==> src/rtl/core/asoa_pkg.sv <==
// Shared constants and types for the atom surface area estimator.
package asoa_pkg;
	localparam int RB = 12;
	localparam int SQ_W = 2 * RB;
	localparam int PROD_W = RB + SQ_W;
	localparam int AREA_W = 40;
	localparam int OUT_W = 14;
	localparam int PI_W = 18;
	localparam int FP_W = 20;
	localparam int DIV_STEPS = PROD_W;
	localparam int CNT_W = $clog2(DIV_STEPS);
	localparam logic [PI_W-1:0] PI_Q16 = PI_W'(205887);
	localparam logic [FP_W-1:0] FOUR_PI_Q16 = FP_W'(4 * 205887);
	localparam logic [OUT_W-1:0] AREA_MAX = {OUT_W{1'b1}};
	localparam logic [AREA_W:0] ROUND_HALF = (AREA_W+1)'(8192);

	typedef struct packed {
		logic [AREA_W-1:0] term;
		logic [AREA_W-1:0] sph;
		logic [AREA_W-1:0] cov;
		logic              last;
	} entry_t;
endpackage

==> src/rtl/core/asoa_front.sv <==
// Front end: takes items and computes sphere areas and the overlap term.
module asoa_front import asoa_pkg::*; (
	input  logic          clk,
	input  logic          arst_n,
	input  logic          in_valid,
	output logic          in_ready,
	input  logic [RB-1:0] atom_cov_radius,
	input  logic [RB-1:0] atom_vdw_radius,
	input  logic [RB-1:0] neighbor_vdw_radius,
	input  logic [RB-1:0] bond_length,
	input  logic          has_bond,
	input  logic          last_of_atom,
	output logic          push,
	output entry_t        push_data,
	input  logic          full
);
	localparam logic [2:0] ST_IDLE = 3'd0;
	localparam logic [2:0] ST_SQ   = 3'd1;
	localparam logic [2:0] ST_MUL  = 3'd2;
	localparam logic [2:0] ST_DIV  = 3'd3;
	localparam logic [2:0] ST_PI   = 3'd4;
	localparam logic [2:0] ST_PUSH = 3'd5;

	logic [2:0]        state_q;
	logic [CNT_W-1:0]  cnt_q;
	logic [RB-1:0]     rc_q, r1_q, r2_q, d_q;
	logic              last_q, ov_q;
	logic [SQ_W-1:0]   r1sq_q, rcsq_q, r2sq_q, gapsq_q;
	logic [AREA_W-1:0] sph_q, cov_q, term_q;
	logic [PROD_W-1:0] dvd_q;
	logic [RB-1:0]     rem_q;
	logic [RB-1:0]     diff, gap;
	logic [RB:0]       rsum, trial;
	logic              ov, take;
	logic [FP_W+SQ_W-1:0]  sph_prod, cov_prod;
	logic [PROD_W+PI_W-1:0] pi_prod;

	assign in_ready = (state_q == ST_IDLE);
	assign diff = (atom_vdw_radius > neighbor_vdw_radius) ?
		atom_vdw_radius - neighbor_vdw_radius : neighbor_vdw_radius - atom_vdw_radius;
	assign rsum = {1'b0, atom_vdw_radius} + {1'b0, neighbor_vdw_radius};
	assign ov = has_bond && (bond_length > diff) && ({1'b0, bond_length} < rsum);
	assign gap = (r1_q > d_q) ? r1_q - d_q : d_q - r1_q;
	assign sph_prod = (FP_W+SQ_W)'(FOUR_PI_Q16) * (FP_W+SQ_W)'(r1sq_q);
	assign cov_prod = (FP_W+SQ_W)'(FOUR_PI_Q16) * (FP_W+SQ_W)'(rcsq_q);
	assign trial = {rem_q, dvd_q[PROD_W-1]};
	assign take = trial >= {1'b0, d_q};
	assign pi_prod = (PROD_W+PI_W)'(dvd_q) * (PROD_W+PI_W)'(PI_Q16);

	assign push = (state_q == ST_PUSH) && !full;
	assign push_data = '{term: term_q, sph: sph_q, cov: cov_q, last: last_q};

	always_ff @(posedge clk or negedge arst_n) begin
		if (!arst_n) begin
			state_q <= ST_IDLE;
			cnt_q <= '0;
		end else begin
			case (state_q)
				ST_IDLE: if (in_valid) state_q <= ST_SQ;
				ST_SQ:   state_q <= ST_MUL;
				ST_MUL: begin
					state_q <= ST_DIV;
					cnt_q <= '0;
				end
				ST_DIV: begin
					if (cnt_q == CNT_W'(DIV_STEPS - 1)) state_q <= ST_PI;
					cnt_q <= cnt_q + 1'b1;
				end
				ST_PI:   state_q <= ST_PUSH;
				ST_PUSH: if (!full) state_q <= ST_IDLE;
				default: state_q <= ST_IDLE;
			endcase
		end
	end

	always_ff @(posedge clk) begin
		case (state_q)
			ST_IDLE: begin
				rc_q <= atom_cov_radius;
				r1_q <= atom_vdw_radius;
				r2_q <= neighbor_vdw_radius;
				d_q <= bond_length;
				last_q <= last_of_atom;
				ov_q <= ov;
			end
			ST_SQ: begin
				r1sq_q <= SQ_W'(r1_q) * SQ_W'(r1_q);
				rcsq_q <= SQ_W'(rc_q) * SQ_W'(rc_q);
				r2sq_q <= SQ_W'(r2_q) * SQ_W'(r2_q);
				gapsq_q <= SQ_W'(gap) * SQ_W'(gap);
			end
			ST_MUL: begin
				sph_q <= AREA_W'(sph_prod[FP_W+SQ_W-1:16]);
				cov_q <= AREA_W'(cov_prod[FP_W+SQ_W-1:16]);
				dvd_q <= PROD_W'(r1_q) * PROD_W'(r2sq_q - gapsq_q);
				rem_q <= '0;
			end
			ST_DIV: begin
				rem_q <= take ? RB'(trial - {1'b0, d_q}) : trial[RB-1:0];
				dvd_q <= {dvd_q[PROD_W-2:0], take};
			end
			ST_PI: term_q <= ov_q ? AREA_W'(pi_prod[PROD_W+PI_W-1:16]) : '0;
			default: ;
		endcase
	end

`ifndef NO_ASSERTIONS
	a_div_len: assert property (@(posedge clk) disable iff (!arst_n)
		state_q == ST_DIV |-> cnt_q < CNT_W'(DIV_STEPS)) else $error("divider overrun");
	a_push_one: assert property (@(posedge clk) disable iff (!arst_n)
		push |=> state_q == ST_IDLE) else $error("front did not return after push");
	a_accept: assert property (@(posedge clk) disable iff (!arst_n)
		in_valid && in_ready |=> state_q == ST_SQ) else $error("front missed item");
`endif
endmodule

==> src/rtl/core/asoa_queue.sv <==
// Two-entry queue between front and back.
module asoa_queue import asoa_pkg::*; (
	input  logic   clk,
	input  logic   arst_n,
	input  logic   push,
	input  entry_t push_data,
	output logic   full,
	input  logic   pop,
	output entry_t head,
	output logic   not_empty
);
	entry_t     mem_q [2];
	logic       wptr_q, rptr_q;
	logic [1:0] count_q;

	assign full = count_q[1];
	assign not_empty = (count_q != 2'd0);
	assign head = mem_q[rptr_q];

	always_ff @(posedge clk or negedge arst_n) begin
		if (!arst_n) begin
			wptr_q <= 1'b0;
			rptr_q <= 1'b0;
			count_q <= 2'd0;
		end else begin
			if (push) wptr_q <= !wptr_q;
			if (pop) rptr_q <= !rptr_q;
			count_q <= count_q + {1'b0, push} - {1'b0, pop};
		end
	end

	always_ff @(posedge clk) begin
		if (push) mem_q[wptr_q] <= push_data;
	end

`ifndef NO_ASSERTIONS
	a_count: assert property (@(posedge clk) disable iff (!arst_n)
		count_q <= 2'd2) else $error("queue count out of range");
	a_ptrs: assert property (@(posedge clk) disable iff (!arst_n)
		(count_q == 2'd0 || count_q == 2'd2) |-> wptr_q == rptr_q)
		else $error("queue pointers inconsistent");
	a_no_under: assert property (@(posedge clk) disable iff (!arst_n)
		pop |-> not_empty) else $error("queue underflow");
`endif
endmodule

==> src/rtl/core/asoa_back.sv <==
// Back end: accumulates overlap terms and forms the atom's area.
module asoa_back import asoa_pkg::*; (
	input  logic             clk,
	input  logic             arst_n,
	input  logic             covalent_mode,
	input  logic             q_valid,
	input  entry_t           entry,
	output logic             pop,
	output logic             out_valid,
	input  logic             out_ready,
	output logic [OUT_W-1:0] surface_area
);
	logic [AREA_W-1:0] acc_q, base, nacc, pick;
	logic              inprog_q, out_valid_q;
	logic [OUT_W-1:0]  area_q;
	logic [AREA_W:0]   rounded;
	logic [AREA_W-14:0] scaled;

	assign pop = q_valid && (!out_valid_q || out_ready);
	assign base = inprog_q ? acc_q : entry.sph;
	assign nacc = (entry.term >= base) ? '0 : base - entry.term;
	assign pick = (covalent_mode || entry.cov >= nacc) ? entry.cov : nacc;
	assign rounded = {1'b0, pick} + ROUND_HALF;
	assign scaled = rounded[AREA_W:14];
	assign out_valid = out_valid_q;
	assign surface_area = area_q;

	always_ff @(posedge clk or negedge arst_n) begin
		if (!arst_n) begin
			inprog_q <= 1'b0;
			out_valid_q <= 1'b0;
			acc_q <= '0;
		end else begin
			if (pop) begin
				acc_q <= nacc;
				inprog_q <= !entry.last;
				out_valid_q <= entry.last;
			end else if (out_ready) begin
				out_valid_q <= 1'b0;
			end
		end
	end

	always_ff @(posedge clk) begin
		if (pop && entry.last)
			area_q <= (scaled > (AREA_W-13)'(AREA_MAX)) ? AREA_MAX : scaled[OUT_W-1:0];
	end

`ifndef NO_ASSERTIONS
	a_mid: assert property (@(posedge clk) disable iff (!arst_n)
		pop && !entry.last |=> inprog_q) else $error("atom not kept open");
	a_end: assert property (@(posedge clk) disable iff (!arst_n)
		pop && entry.last |=> out_valid_q && !inprog_q) else $error("atom not closed");
	a_zero: assert property (@(posedge clk) disable iff (!arst_n)
		pop && inprog_q && entry.term == '0 |=> acc_q == $past(acc_q))
		else $error("accumulator moved on empty term");
`endif
endmodule

==> src/rtl/core/atom_sphere_overlap_surface_area_top.sv <==
// Top level of the atom surface area estimator.
// Input channel (in_valid/in_ready) takes one transaction per bond of an
// atom, each carrying the atom's covalent and vdW radii, the neighbor's vdW
// radius and the bond length; last_of_atom closes the atom, and an atom
// without bonds comes as one transaction with has_bond low.
// Output channel (out_valid/out_ready) gives surface_area once per atom, on
// the transaction marked last. Config channel (cfg_valid/cfg_ready,
// cfg_data) writes covalent_mode; it is always ready.
// The front takes one transaction at a time and no new one until it is done:
// capture, square, multiply, a bit-serial divide, pi scaling and a queue push.
// A two-entry queue feeds the back, which accumulates combinationally and
// registers the area when the transaction marked last is popped.
// Reset clears the mode, the accumulator, the queue and the output valid.
// When the receiver stalls, the result holds, the queue fills and then the
// front holds its transaction until room frees up.
module atom_sphere_overlap_surface_area_top import asoa_pkg::*; (
	input  logic             clk,
	input  logic             arst_n,
	input  logic             cfg_valid,
	output logic             cfg_ready,
	input  logic             cfg_data,
	input  logic             in_valid,
	output logic             in_ready,
	input  logic [RB-1:0]    atom_cov_radius,
	input  logic [RB-1:0]    atom_vdw_radius,
	input  logic [RB-1:0]    neighbor_vdw_radius,
	input  logic [RB-1:0]    bond_length,
	input  logic             has_bond,
	input  logic             last_of_atom,
	output logic             out_valid,
	input  logic             out_ready,
	output logic [OUT_W-1:0] surface_area
);
	logic   cmode_q;
	logic   push, full, pop, q_valid;
	entry_t push_data, head;

	assign cfg_ready = 1'b1;

	always_ff @(posedge clk or negedge arst_n) begin
		if (!arst_n) cmode_q <= 1'b0;
		else if (cfg_valid) cmode_q <= cfg_data;
	end

	asoa_front u_front (
		.clk, .arst_n, .in_valid, .in_ready,
		.atom_cov_radius, .atom_vdw_radius, .neighbor_vdw_radius, .bond_length,
		.has_bond, .last_of_atom,
		.push, .push_data, .full
	);

	asoa_queue u_queue (
		.clk, .arst_n, .push, .push_data, .full,
		.pop, .head, .not_empty(q_valid)
	);

	asoa_back u_back (
		.clk, .arst_n, .covalent_mode(cmode_q),
		.q_valid, .entry(head), .pop,
		.out_valid, .out_ready, .surface_area
	);
endmodule
==> config.mk <==
export PLATFORM = sky130hd
export DESIGN_NAME = atom_sphere_overlap_surface_area_top
export DESIGN_NICKNAME = d
export VERILOG_FILES = /design/src/rtl/core/asoa_pkg.sv /design/src/rtl/core/asoa_front.sv /design/src/rtl/core/asoa_queue.sv /design/src/rtl/core/asoa_back.sv /design/src/rtl/core/atom_sphere_overlap_surface_area_top.sv
export SDC_FILE = /design/constraint.sdc
export NUM_CORES = 2
export LEC_CHECK = 0
export ABC_AREA = 1
export BUFFER_PORTS_ARGS = -buffer_cell sky130_fd_sc_hd__buf_2
export CORE_UTILIZATION = 40
export DETAILED_ROUTE_END_ITERATION = 7
export PLACE_DENSITY_LB_ADDON = 0.12
export SYNTH_ARGS = -nofsm -noshare
export SYNTH_HDL_FRONTEND = slang
export SYNTH_HIERARCHICAL = 1
export SYNTH_SLANG_ARGS = --single-unit
==> constraint.sdc <==
create_clock -name clk -period 6.4 [get_ports clk]
set_clock_uncertainty 0.15 [all_clocks]
set_input_delay 0.32 -clock clk [delete_from_list [all_inputs] [get_ports clk]]
set_output_delay 0.32 -clock clk [all_outputs]
set_load 0.005 [all_outputs]
==> reports/qor.csv <==
metric;value;unit
outcome;finished, violations left;
violations;DRC, setup timing;
wirelength;248.7;mm
syn-mean-instance-area;8.225;um^2
synth.area.mux_share;0.0001172;
yosys_warnings;6;
dieArea;215300;um^2
path_class;reg2reg;
crit_start;u_front/r2sq_q[3];
drv_slew;0;
final_common_cell;inv_1;
ys_seq_area_frac;0.2064;
hpwl;206.7;mm
fin_crit_sh;1.014;
gp_congestion;0.9329;
track_usage;0.2299;
endpoint_kind;register;
timing.fmax;154.1;MHz
rows;169;
finalSetupViolations;14;
cts.sink_count;596;
synth-xor-area-share;0.02569;
ys_seq_elements;596;
insertion_delay;0.73;ns
slew-limit-headroom;0.3270;
io_pins;73;
wire_per_inst;17.34;um
period_minus_slack;6.491;ns
grt_start_max_net_pins;65;
clockBufferDepth;3;
core_area;212100;um^2
nets;13580;
cts_tree;done;
worst_slack;-0.09133;ns
synth_enable_flop_cells;540;
hold_violations;0;
arrival;6.77;ns
start_kind;register;
min_path_type;in2async;
port-buffer-count;71;
rsz0062_at_grt;yes;
antenna_found_initial;7;
crit_slowest_cell;fa_1;
cts_made_buffers;77;
synth_cell_type_count;63;
yosys.area_share.simple;0.1682;
drc;8;
synth_area;85370;um^2
tightest_slew;1.009;ns
synthAdderAreaFrac;0.3951;
cap_viol_max_count;0;
reg2reg_to;u_front/dvd_q[34];
synth_ff_type;edfxtp_1;
crit_fanout;4;
initial_core_util;0.4025;
viasPerCell;4.845;
die_width;464.0;um
die_h;464.0;um
crit_top_cell;fa_1;
synthToLayoutAreaGrowth;23.98;%
grt_pass1_vias;72670;
drt_iter0_markers;3817;
crit_family;adder cells;
drt_first_pass_iters;8;
cts_root_buffer;clkbuf_16;
htreeDepth;3;
synth_compound_area_frac;0.07571;
synth_cells;10380;
antenna_left;0;
layout_common_cells;inv_1, nand2_1, fa_1;
drive_gt1_frac;0.2086;
crit_required;6.68;ns
timing.rr.start;u_front/r2sq_q[3];
grt_first_pass_wirelength;393.3;mm
max_stage_delay;0.54;ns
synthArstFlopShare;0.09396;
via_count;69510;
overflow;0;
rrSetupSlack;-0.09;ns
path_clk_slew;0.06;ns
critPathBufInv;8;
rr_worst_depth;31;
hold_slack;0.1356;ns
synth_top_family_by_area;adder cells;
==> area by class of cell <==
| class | instances | area [um^2] |
|---|---|---|
| clock buffer | 96 | 2088 |
| clock inverter | 47 | 664.4 |
| timing repair buffer | 1170 | 9731 |
| inverter | 2632 | 9941 |
| sequential | 596 | 17620 |
| antenna | 1 | 2.502 |
| multi-input combinational | 6984 | 62260 |
| timing repair inverter | 1 | 8.758 |
| fill | 20400 | 106200 |
| tap | 2821 | 3530 |
==> synth_stat cells, types with 7 or more instances <==
cell / count / share of area
a211oi_1: 7 / 0.00062
a21boi_0: 13 / 0.0011
a21o_1: 58 / 0.0051
a21oi_1: 447 / 0.026
a31oi_1: 39 / 0.0029
buf_2: 19 / 0.0011
buf_4: 39 / 0.0034
buf_6: 21 / 0.0028
clkbuf_1: 113 / 0.0050
dfrtp_1: 56 / 0.016
edfxtp_1: 540 / 0.19
fa_1: 1057 / 0.25
ha_1: 1005 / 0.15
inv_1: 2614 / 0.11
inv_2: 11 / 0.00048
nand2_1: 2063 / 0.091
nand2_2: 24 / 0.0018
nand3_1: 346 / 0.020
nand3b_1: 16 / 0.0014
nand4_1: 79 / 0.0058
nor2_1: 800 / 0.035
nor2_2: 10 / 0.00073
nor2_4: 7 / 0.00092
nor3_1: 56 / 0.0033
nor4_1: 16 / 0.0012
o211ai_1: 16 / 0.0014
o21a_1: 21 / 0.0018
o21ai_0: 377 / 0.022
o21ai_1: 35 / 0.0021
o21ai_2: 60 / 0.0062
o21bai_1: 37 / 0.0033
o22ai_1: 7 / 0.00051
or2_1: 10 / 0.00073
or2_2: 48 / 0.0035
xnor2_1: 67 / 0.0069
xor2_1: 176 / 0.018
==> stage by stage <==
stage	instances	util	area [um^2]	TNS (ns)	worst slack (ns)
finish	14350	0.4991	105800	-0.5154	-0.09133
global route	14350	0.4991	105800	-9.914	-0.3286
CTS	14220	0.4756	100900	-0.4355	-0.08580
detailed placement	13970	0.4484	95100	-16.30	-0.5407
global placement	13970	0.4484	95100	-14.26	-0.4977
floorplan	10410	-	85550	-0.04007	-0.04007
==> how the worst max path moves through the flow <==
stage / endpoint / cells after the start
2_1_floorplan: u_front/gapsq_q[17] / 35
3_3_place_gp: u_front/gapsq_q[21] / 25
3_5_place_dp: u_front/dvd_q[17] / 28
4_1_cts: u_front/gapsq_q[15] / 33
5_1_grt: u_front/dvd_q[25] / 32
6_report: u_front/dvd_q[34] / 31
==> flip-flops by register name, indices dropped and copies added, names as in the netlist, 2 cells and up <==
register,flops
u_back/acc_q,40
u_back/surface_area,14
u_front/cnt_q,6
u_front/cov_q,28
u_front/d_q,12
u_front/dvd_q,36
u_front/gapsq_q,23
u_front/r1_q,12
u_front/r1sq_q,23
u_front/r2_q,12
u_front/r2sq_q,23
u_front/rc_q,12
u_front/rcsq_q,23
u_front/rem_q,12
u_front/sph_q,28
u_front/state_q,3
u_front/term_q,38
u_queue/count_q,2
u_queue/mem_q,242
==> tightest hold or removal path, stage by stage <==
cell           delay (ns)
dlygate4sd3_1        0.52
buf_2                0.09
buf_4                0.57
==> cell families after synthesis <==
group | Yosys count
flip-flops | 596
other | 2
buffers and inverters | 2830
adder cells (fa/ha/maj) | 2062
AND/OR/NAND/NOR | 3502
AO/OA/AOI/OAI | 1140
XOR/XNOR | 247
multiplexers | 1
==> metal layers <==
metal  wire [um]  track usage
met2      116200       0.3867
met1      118600       0.3228
met5           0            0
met3        9002      0.02059
met4        4948      0.04304
==> repair_timing <==
item                                    in CTS  in global routing
gates cloned                                 3                 17
hold buffers                                56                  0
endpoints found under the hold margin      121                  0
endpoints found under the setup margin      55                 57
resized for setup                          466                943
pin swaps                                  210                359
setup buffers                               54                112
Power is not shown: default switching activity piles up to over one toggle a cycle in this logic, so the estimate is an artifact.
